==> config.mk <==
export PLATFORM = sky130hd
export DESIGN_NAME = integer_matrix_multiply_unit
export DESIGN_NICKNAME = d
export VERILOG_FILES = /design/src/hdl/imm_pkg.sv /design/src/hdl/imm_store.sv /design/src/hdl/imm_mac.sv /design/src/hdl/imm_seq.sv /design/src/hdl/integer_matrix_multiply_unit.sv
export SDC_FILE = /design/constraint.sdc
export NUM_CORES = 2
export LEC_CHECK = 0
export BUFFER_PORTS_ARGS = -buffer_cell sky130_fd_sc_hd__clkbuf_2
export CORE_ASPECT_RATIO = 1.1
export CORE_MARGIN = 4
export CORE_UTILIZATION = 55
export CTS_BUF_LIST = sky130_fd_sc_hd__clkbuf_4
export CTS_CLUSTER_SIZE = 30
export DETAILED_ROUTE_END_ITERATION = 8
export GPL_ROUTABILITY_DRIVEN = 0
export PLACE_DENSITY = 0.77
export SYNTH_ARGS = -nofsm -noshare
export SYNTH_HDL_FRONTEND = slang
export SYNTH_SLANG_ARGS = --single-unit
==> constraint.sdc <==
create_clock -name aclk -period 9.4 [get_ports aclk]
set_clock_uncertainty 0.15 [all_clocks]
set_input_delay 1.88 -clock aclk [delete_from_list [all_inputs] [get_ports aclk]]
set_output_delay 1.88 -clock aclk [all_outputs]
set_load 0.005 [all_outputs]
==> src/hdl/imm_pkg.sv <==
// shared types and constants of the integer matrix multiply unit
// no dependencies
package imm_pkg;

    localparam int DATA_W    = 32;
    localparam int ROW_W     = 3;
    localparam int OP_W      = 2;
    localparam int CFG_W     = 4;
    localparam int CFG_IDX_W = 2;
    localparam int S_TDATA_W = 40;
    localparam int M_TDATA_W = 40;

    localparam logic [OP_W-1:0] OP_WR_FIRST  = 2'd0;
    localparam logic [OP_W-1:0] OP_WR_SECOND = 2'd1;
    localparam logic [OP_W-1:0] OP_MULTIPLY  = 2'd2;

    localparam logic [CFG_IDX_W-1:0] CFG_ROWS  = 2'd0;
    localparam logic [CFG_IDX_W-1:0] CFG_INNER = 2'd1;
    localparam logic [CFG_IDX_W-1:0] CFG_COLS  = 2'd2;

    localparam logic [CFG_W-1:0] CFG_DIM_RESET = 4'd8;

    // one issued multiply-accumulate step
    typedef struct packed {
        logic valid;
        logic first;
        logic fin;
    } imm_step_t;

    typedef enum logic [1:0] {
        ST_IDLE,
        ST_RUN,
        ST_DRAIN,
        ST_HOLD
    } imm_state_t;

endpackage

==> src/hdl/imm_store.sv <==
// one matrix store: single write port, single registered read port
// depends on imm_pkg
module imm_store
    import imm_pkg::*;
#(
    parameter int DEPTH  = 64,
    parameter int ADDR_W = 6
) (
    input  logic              aclk,
    input  logic              wr_en,
    input  logic [ADDR_W-1:0] wr_addr,
    input  logic [DATA_W-1:0] wr_data,
    input  logic [ADDR_W-1:0] rd_addr,
    output logic [DATA_W-1:0] rd_data
);

    logic [DATA_W-1:0] mem [DEPTH];
    logic [DATA_W-1:0] rd_data_reg;

    always_ff @(posedge aclk) begin
        if (wr_en) begin
            mem[wr_addr] <= wr_data;
        end
    end

    always_ff @(posedge aclk) begin
        rd_data_reg <= mem[rd_addr];
    end

    assign rd_data = rd_data_reg;

endmodule

==> src/hdl/imm_mac.sv <==
// shared multiply-accumulate unit, product and sum wrap to 32 bits
// depends on imm_pkg
module imm_mac
    import imm_pkg::*;
(
    input  logic              aclk,
    input  logic              aresetn,
    input  imm_step_t         step,
    input  logic [DATA_W-1:0] a_data,
    input  logic [DATA_W-1:0] b_data,
    output logic [DATA_W-1:0] acc,
    output logic              done
);

    imm_step_t         step_d1_reg;
    imm_step_t         step_d2_reg;
    logic [DATA_W-1:0] prod_reg;
    logic [DATA_W-1:0] acc_reg;
    logic [DATA_W-1:0] acc_next;
    logic              done_reg;
    logic [2*DATA_W-1:0] prod_full;

    // low half of the product is the same signed or unsigned
    assign prod_full = a_data * b_data;
    assign acc_next  = step_d2_reg.first ? prod_reg : acc_reg + prod_reg;

    always_ff @(posedge aclk) begin
        if (!aresetn) begin
            step_d1_reg <= '0;
            step_d2_reg <= '0;
            done_reg    <= 1'b0;
        end else begin
            step_d1_reg <= step;
            step_d2_reg <= step_d1_reg;
            done_reg    <= step_d2_reg.valid & step_d2_reg.fin;
        end
    end

    always_ff @(posedge aclk) begin
        prod_reg <= prod_full[DATA_W-1:0];
        if (step_d2_reg.valid) begin
            acc_reg <= acc_next;
        end
    end

    assign acc  = acc_reg;
    assign done = done_reg;

endmodule

==> src/hdl/imm_seq.sv <==
// sequencer: walks result rows, columns and the inner index
// depends on imm_pkg
module imm_seq
    import imm_pkg::*;
#(
    parameter int MAX_DIM = 8,
    parameter int IDX_W   = 3,
    parameter int ADDR_W  = 6
) (
    input  logic              aclk,
    input  logic              aresetn,
    input  logic              start,
    input  logic [IDX_W-1:0]  last_i,
    input  logic [IDX_W-1:0]  last_k,
    input  logic [IDX_W-1:0]  last_j,
    input  logic              mac_done,
    input  logic              out_taken,
    output logic              idle,
    output imm_step_t         step,
    output logic [ADDR_W-1:0] a_addr,
    output logic [ADDR_W-1:0] b_addr,
    output logic [IDX_W-1:0]  cur_i,
    output logic [IDX_W-1:0]  cur_j,
    output logic              last_elem
);

    imm_state_t       state_reg, state_next;
    logic [IDX_W-1:0] i_reg, i_next;
    logic [IDX_W-1:0] j_reg, j_next;
    logic [IDX_W-1:0] k_reg, k_next;
    logic             k_end;

    assign k_end     = (k_reg == last_k);
    assign last_elem = (i_reg == last_i) && (j_reg == last_j);

    always_comb begin
        state_next = state_reg;
        unique case (state_reg)
            ST_IDLE:  if (start) state_next = ST_RUN;
            ST_RUN:   if (k_end) state_next = ST_DRAIN;
            ST_DRAIN: if (mac_done) state_next = ST_HOLD;
            ST_HOLD: begin
                if (out_taken) begin
                    state_next = last_elem ? ST_IDLE : ST_RUN;
                end
            end
            default:  state_next = ST_IDLE;
        endcase
    end

    always_comb begin
        idle       = 1'b0;
        step       = '0;
        i_next     = i_reg;
        j_next     = j_reg;
        k_next     = k_reg;
        unique case (state_reg)
            ST_IDLE: begin
                idle   = 1'b1;
                i_next = '0;
                j_next = '0;
                k_next = '0;
            end
            ST_RUN: begin
                step.valid = 1'b1;
                step.first = (k_reg == '0);
                step.fin   = k_end;
                k_next     = k_end ? '0 : k_reg + 1'b1;
            end
            ST_DRAIN: begin
            end
            ST_HOLD: begin
                if (out_taken && !last_elem) begin
                    if (j_reg == last_j) begin
                        j_next = '0;
                        i_next = i_reg + 1'b1;
                    end else begin
                        j_next = j_reg + 1'b1;
                    end
                end
            end
            default: begin
            end
        endcase
    end

    always_ff @(posedge aclk) begin
        if (!aresetn) begin
            state_reg <= ST_IDLE;
            i_reg     <= '0;
            j_reg     <= '0;
            k_reg     <= '0;
        end else begin
            state_reg <= state_next;
            i_reg     <= i_next;
            j_reg     <= j_next;
            k_reg     <= k_next;
        end
    end

    // row-major store addresses
    assign a_addr = ADDR_W'(i_reg) * ADDR_W'(MAX_DIM) + ADDR_W'(k_reg);
    assign b_addr = ADDR_W'(k_reg) * ADDR_W'(MAX_DIM) + ADDR_W'(j_reg);
    assign cur_i  = i_reg;
    assign cur_j  = j_reg;

endmodule

==> src/hdl/integer_matrix_multiply_unit.sv <==
// channel   dir  handshake          payload
// s_        in   s_tvalid/s_tready  tdata row, col, element; tuser op
// m_        out  m_tvalid/m_tready  tdata out_row, out_col, product; tlast last
// cfg_      in   cfg_valid/cfg_ready  cfg_index, cfg_data (always ready)
//
// a write word does not hold the input; the block stays ready for the next word
// a multiply word keeps the input busy until its last result element is taken;
// the elements run one by one on the single shared multiply-accumulate unit
// reset (aresetn low, synchronous) clears control and sets each dimension to 8;
// stores are not cleared and read as undefined until written
// the next result element is not started until the current one is taken
// top level: stores, sequencer and shared mac of the integer matrix multiplier
// depends on imm_pkg, imm_store, imm_mac, imm_seq
module integer_matrix_multiply_unit
    import imm_pkg::*;
#(
    parameter int MAX_DIM = 8
) (
    input  logic                 aclk,
    input  logic                 aresetn,
    // input words
    input  logic                 s_tvalid,
    output logic                 s_tready,
    input  logic [S_TDATA_W-1:0] s_tdata,   // wr_row[2:0], wr_col[5:3], element[37:6]
    input  logic [OP_W-1:0]      s_tuser,   // op[1:0]
    // result words
    output logic                 m_tvalid,
    input  logic                 m_tready,
    output logic [M_TDATA_W-1:0] m_tdata,   // out_row[2:0], out_col[5:3], product[37:6]
    output logic                 m_tlast,
    // configuration writes
    input  logic                 cfg_valid,
    output logic                 cfg_ready,
    input  logic [CFG_IDX_W-1:0] cfg_index,
    input  logic [CFG_W-1:0]     cfg_data
);

    localparam int IDX_W  = (MAX_DIM > 1) ? $clog2(MAX_DIM) : 1;
    localparam int DEPTH  = MAX_DIM * MAX_DIM;
    localparam int ADDR_W = (DEPTH > 1) ? $clog2(DEPTH) : 1;
    localparam int WA_W   = ROW_W + ADDR_W;

    // dimension registers
    logic [CFG_W-1:0] rows_reg, inner_reg, cols_reg;

    // input word fields
    logic [ROW_W-1:0]  in_row, in_col;
    logic [DATA_W-1:0] in_element;
    logic              in_accept;
    logic              in_range;
    logic [WA_W-1:0]   wr_addr_wide;
    logic [ADDR_W-1:0] wr_addr;
    logic              wr_first, wr_second;

    // sequencer and mac wiring
    imm_step_t         step;
    logic [ADDR_W-1:0] a_addr, b_addr;
    logic [DATA_W-1:0] a_data, b_data;
    logic [DATA_W-1:0] acc;
    logic              mac_done;
    logic              seq_idle;
    logic [IDX_W-1:0]  cur_i, cur_j;
    logic              last_elem;
    logic [IDX_W-1:0]  last_i, last_k, last_j;
    logic              out_taken;

    // output register
    logic              m_valid_reg;
    logic [ROW_W-1:0]  out_row_reg, out_col_reg;
    logic [DATA_W-1:0] product_reg;
    logic              last_reg;

    // zero acts as one, above MAX_DIM acts as MAX_DIM; returns count minus one
    function automatic logic [IDX_W-1:0] dim_last(input logic [CFG_W-1:0] dim);
        logic [IDX_W-1:0] res;
        if (dim == '0) begin
            res = '0;
        end else if (int'(dim) > MAX_DIM) begin
            res = IDX_W'(MAX_DIM - 1);
        end else begin
            res = IDX_W'(dim - 1'b1);
        end
        return res;
    endfunction

    assign last_i = dim_last(rows_reg);
    assign last_k = dim_last(inner_reg);
    assign last_j = dim_last(cols_reg);

    // configuration, indexes past the list are dropped
    assign cfg_ready = 1'b1;

    always_ff @(posedge aclk) begin
        if (!aresetn) begin
            rows_reg  <= CFG_DIM_RESET;
            inner_reg <= CFG_DIM_RESET;
            cols_reg  <= CFG_DIM_RESET;
        end else if (cfg_valid && cfg_ready) begin
            unique case (cfg_index)
                CFG_ROWS:  rows_reg  <= cfg_data;
                CFG_INNER: inner_reg <= cfg_data;
                CFG_COLS:  cols_reg  <= cfg_data;
                default: begin
                end
            endcase
        end
    end

    // input side: writes go straight to the stores
    assign in_row     = s_tdata[ROW_W-1:0];
    assign in_col     = s_tdata[2*ROW_W-1:ROW_W];
    assign in_element = s_tdata[2*ROW_W+DATA_W-1:2*ROW_W];
    assign s_tready   = seq_idle;
    assign in_accept  = s_tvalid && s_tready;

    // a write outside the store is dropped
    assign in_range     = (int'(in_row) < MAX_DIM) && (int'(in_col) < MAX_DIM);
    assign wr_addr_wide = WA_W'(in_row) * WA_W'(MAX_DIM) + WA_W'(in_col);
    assign wr_addr      = wr_addr_wide[ADDR_W-1:0];
    assign wr_first     = in_accept && in_range && (s_tuser == OP_WR_FIRST);
    assign wr_second    = in_accept && in_range && (s_tuser == OP_WR_SECOND);

    imm_store #(
        .DEPTH  (DEPTH),
        .ADDR_W (ADDR_W)
    ) u_first_store (
        .aclk    (aclk),
        .wr_en   (wr_first),
        .wr_addr (wr_addr),
        .wr_data (in_element),
        .rd_addr (a_addr),
        .rd_data (a_data)
    );

    imm_store #(
        .DEPTH  (DEPTH),
        .ADDR_W (ADDR_W)
    ) u_second_store (
        .aclk    (aclk),
        .wr_en   (wr_second),
        .wr_addr (wr_addr),
        .wr_data (in_element),
        .rd_addr (b_addr),
        .rd_data (b_data)
    );

    // sequencer issues one inner step per cycle, then waits for the result
    imm_seq #(
        .MAX_DIM (MAX_DIM),
        .IDX_W   (IDX_W),
        .ADDR_W  (ADDR_W)
    ) u_seq (
        .aclk      (aclk),
        .aresetn   (aresetn),
        .start     (in_accept && (s_tuser == OP_MULTIPLY)),
        .last_i    (last_i),
        .last_k    (last_k),
        .last_j    (last_j),
        .mac_done  (mac_done),
        .out_taken (out_taken),
        .idle      (seq_idle),
        .step      (step),
        .a_addr    (a_addr),
        .b_addr    (b_addr),
        .cur_i     (cur_i),
        .cur_j     (cur_j),
        .last_elem (last_elem)
    );

    // step control is delayed inside the mac to line up with store read data
    imm_mac u_mac (
        .aclk    (aclk),
        .aresetn (aresetn),
        .step    (step),
        .a_data  (a_data),
        .b_data  (b_data),
        .acc     (acc),
        .done    (mac_done)
    );

    // output register, loaded once per result element
    assign out_taken = m_valid_reg && m_tready;

    always_ff @(posedge aclk) begin
        if (!aresetn) begin
            m_valid_reg <= 1'b0;
        end else if (mac_done) begin
            m_valid_reg <= 1'b1;
        end else if (out_taken) begin
            m_valid_reg <= 1'b0;
        end
    end

    always_ff @(posedge aclk) begin
        if (mac_done) begin
            out_row_reg <= ROW_W'(cur_i);
            out_col_reg <= ROW_W'(cur_j);
            product_reg <= acc;
            last_reg    <= last_elem;
        end
    end

    assign m_tvalid = m_valid_reg;
    assign m_tdata  = {{(M_TDATA_W - 2*ROW_W - DATA_W){1'b0}},
                       product_reg, out_col_reg, out_row_reg};
    assign m_tlast  = last_reg;

endmodule

==> results.cfg <==
[finish]
final_util_pct = 61.4
drive_above_1_share_pct = 33.8
fin_area_um2 = 199000
largest_registers = u_first_store.mem x2048, u_second_store.mem x2048
fillCellCount = 21609
area_growth_pct = 11.1
nets = 10047
finalNonFillerCells = 14416

[worst_setup_path]
cp_top_family = adder cells
required_ns = 10.74
worstPathCellList = and2_1 -> fa_1 -> fa_1 -> fa_1 -> inv_1 -> fa_1 -> inv_1 -> fa_1 -> inv_1 -> fa_1 -> inv_1 -> fa_1 -> fa_1 -> ha_1 -> a21oi_1 -> o211ai_1 -> a21oi_1 -> o21ai_0 -> a31o_2 -> a2111oi_0 -> or4b_2 -> o2111ai_1
worstPathArrival_ns = 9.28
cp-start-kind = register
slowest_stage = dfxtp_1
crit_path_max_incr_delay_ns = 1.14
cpMostUsedCell = fa_1
crit_path_end_kind = register
cp_max_fo = 27
path_buf_inv = 4
worstSetupPathType = reg2reg

[drt]
wl_mm = 446
vias = 91894
ant_nets = 0
drtIter0Drc = 13452
via_per_inst = 6.37
wl_per_cell_um = 30.9
drtPass1Iterations = 7
post-route-drc-count = 0

[yosys]
yosys.area_share.xor_xnor_pct = 0.529
synth_area_leaders = edfxtp_1 70%, mux4_2 17%, fa_1 4.6%, dfxtp_1 1.4%, ha_1 1.2%
synth_compound_area_share_pct = 0.913
synthSimpleGateAreaFrac_pct = 2.63
synth_area_leader_cell = edfxtp_1
synth_area_um2 = 179000
synthAdderAreaFrac_pct = 5.75
ys_seq_area_share_pct = 71.4
yosysWarnings = 0
ys_ff_latch = 4294
synth_top_family_by_area = multiplexers
synth_flop_cell = edfxtp_1
synth_cell_type_count = 71
yosys.area.top_type_share_pct = 70.0
syn_inst = 8406
muxShareOfSynthArea_pct = 16.9
synth-edff-count = 4167
async_reset_ff_share_pct = 0
syn_avg_cell_area_um2 = 21.3

[global_routing]
grtUsageTotal_pct = 27.4
grt_pass1_vias = 95989
grt_first_pass_wirelength_mm = 648
grt_start_max_net_pins = 135
grt_overflow = 0
antenna_found_initial = 49

[power]
p_int_uw = 44600
pwr-share-comb_pct = 49.7
p_sw_uw = 28400
peakVddDrop_v = 0.00274
pwr-share-seq_pct = 30.1
powerDensity_nw_per_um2 = 367
p_leak_uw = 0.0642
pwr-share-clk_pct = 20.2
p_sw_share_pct = 38.9
total_power_uw = 72900

[floorplan]
die_h_um = 606
fp.coreArea_um2 = 324000
start_util_pct = 55.3
chipWidth_um = 552
dieArea_um2 = 334000
num_io_pins = 97
row_count = 219

[sta]
period_share_pct = 84.5
slew_viol_final = 0
setup_viol = 0
final-hold-violation-count = 0
relSlewSlack_pct = 5.63
worst_pin_slew_ns = 1.41
fin_crit_ns = 7.94
setup_tns_ns = 0
rsz0062_at_grt = false
timing.fmax_ghz = 0.126

[place]
dp_hpwl_mm = 250
portBuffers = 91
place_area_um2 = 186000
place_inst = 12626

[clocking]
path_clk_slew_ns = 0.07
ctsHtreeMaxLevel = 7
cts_setup_buffers = 0
cts_resized = 0
ctsHoldBuffers = 0
clockBufferDepth = 5
clock_latency_ns = 1.64
cts_tree = done
cts_sinks = 4294
cts_buffers = 1100
cts-root-buf = clkbuf_4

[status]
status = finished clean

[job]
cap_violations = 0

[worst_hold_path]
hold_path_class = reg2reg
stage by stage:
stage | setup slack, ns | hold WS [ns]
6_report | 1.46 | 0.256
3_5_place_dp | 1.50 | 0.274
5_1_grt | 1.03 | 0.281
3_3_place_gp | 1.60 | 0.264
2_1_floorplan | 2.54 | 0.256
4_1_cts | 1.45 | 0.209
synth_stat cells, drive strengths merged (4+ instances only):
master / number
edfxtp: 4167
mux4: 1325
inv: 421
fa: 409
nand2: 340
and2: 314
clkbuf: 270
nor2: 197
ha: 165
buf: 154
dfxtp: 127
xnor2: 75
o21ai: 73
a21oi: 54
xor2: 33
a211oi: 30
mux2i: 22
a31oi: 17
nand3: 16
nor3: 16
a21o: 15
mux2: 13
nor2b: 11
nor3b: 10
and3: 9
nand3b: 9
nand4: 8
a211o: 7
nand2b: 7
o21bai: 7
o31ai: 7
o211ai: 6
o21a: 6
nor4: 5
or3: 5
nor4b: 4
power groups by stage:
stage / Combinational, uW / Sequential [uW] / Clock (uW)
finish: 36300 / 21900 / 14700
global route: 39500 / 21900 / 16200
global placement: 35900 / 22300 / 0
detailed placement: 36300 / 22300 / 0
CTS: 36400 / 21900 / 15000
floorplan: 29100 / 22300 / 0
routing by layer:
metal	wire length, um	part of all wire, %	global-route usage, %	vias to the layer above
met1	155000	35	36.7	47883
met5	23	0.0052	0	-
met2	217000	49	42.6	6586
li1	-	-	-	36470
met3	55600	12	7.46	949
met4	18600	4.2	12.5	6
path summary, 6_finish.rpt:
kind / slack [ns] / to / from / cells past startpoint
setup / recovery: 1.46 / u_mac.prod_reg[30] / u_second_store.rd_data[5] / 22
hold / removal: 0.26 / u_mac.step_d2_reg[2] / u_mac.step_d1_reg[2] / 1
setup reg to reg: 1.46 / u_mac.prod_reg[30] / u_second_store.rd_data[5] / 22
hold reg to reg: 0.26 / u_mac.step_d2_reg[2] / u_mac.step_d1_reg[2] / 1
kinds of logic (layout without fill, tap and decap cells):
kind of cell / Yosys count / after routing
multiplexers: 1360 / 1360
buffers and inverters: 847 / 2510
adder cells (fa/ha/maj): 577 / 577
XOR/XNOR: 108 / 108
AO/OA/AOI/OAI: 254 / 254
other: 2 / 40
AND/OR/NAND/NOR: 964 / 964
flip-flops: 4294 / 4294
layout by cell type (no fill, tap or decap), drive strengths merged, types with 17 or more instances in the layout:
cell type  instances
clkinv           206
a31oi             17
o21ai             73
dfxtp            127
a211oi            30
mux2i             22
fa               409
a21oi             54
edfxtp          4167
mux4            1325
ha               165
inv              440
and2             314
nand2            340
clkbuf          1578
diode             37
xor2              33
xnor2             75
nor2             197
buf              276
cell type report:
class	count	area, um2	share of cell area, %
clock buffers	1519	11400	5.74
repair buffers	335	2560	1.29
multi-input cells	3266	48800	24.5
inverters	423	1600	0.804
flip-flops and latches	4294	128000	64.3
well taps	4309	5390	2.71
clock inverters	233	1170	0.589
diodes	37	92.6	0.0466
No activity file was read; power rests on OpenSTA's default activity.
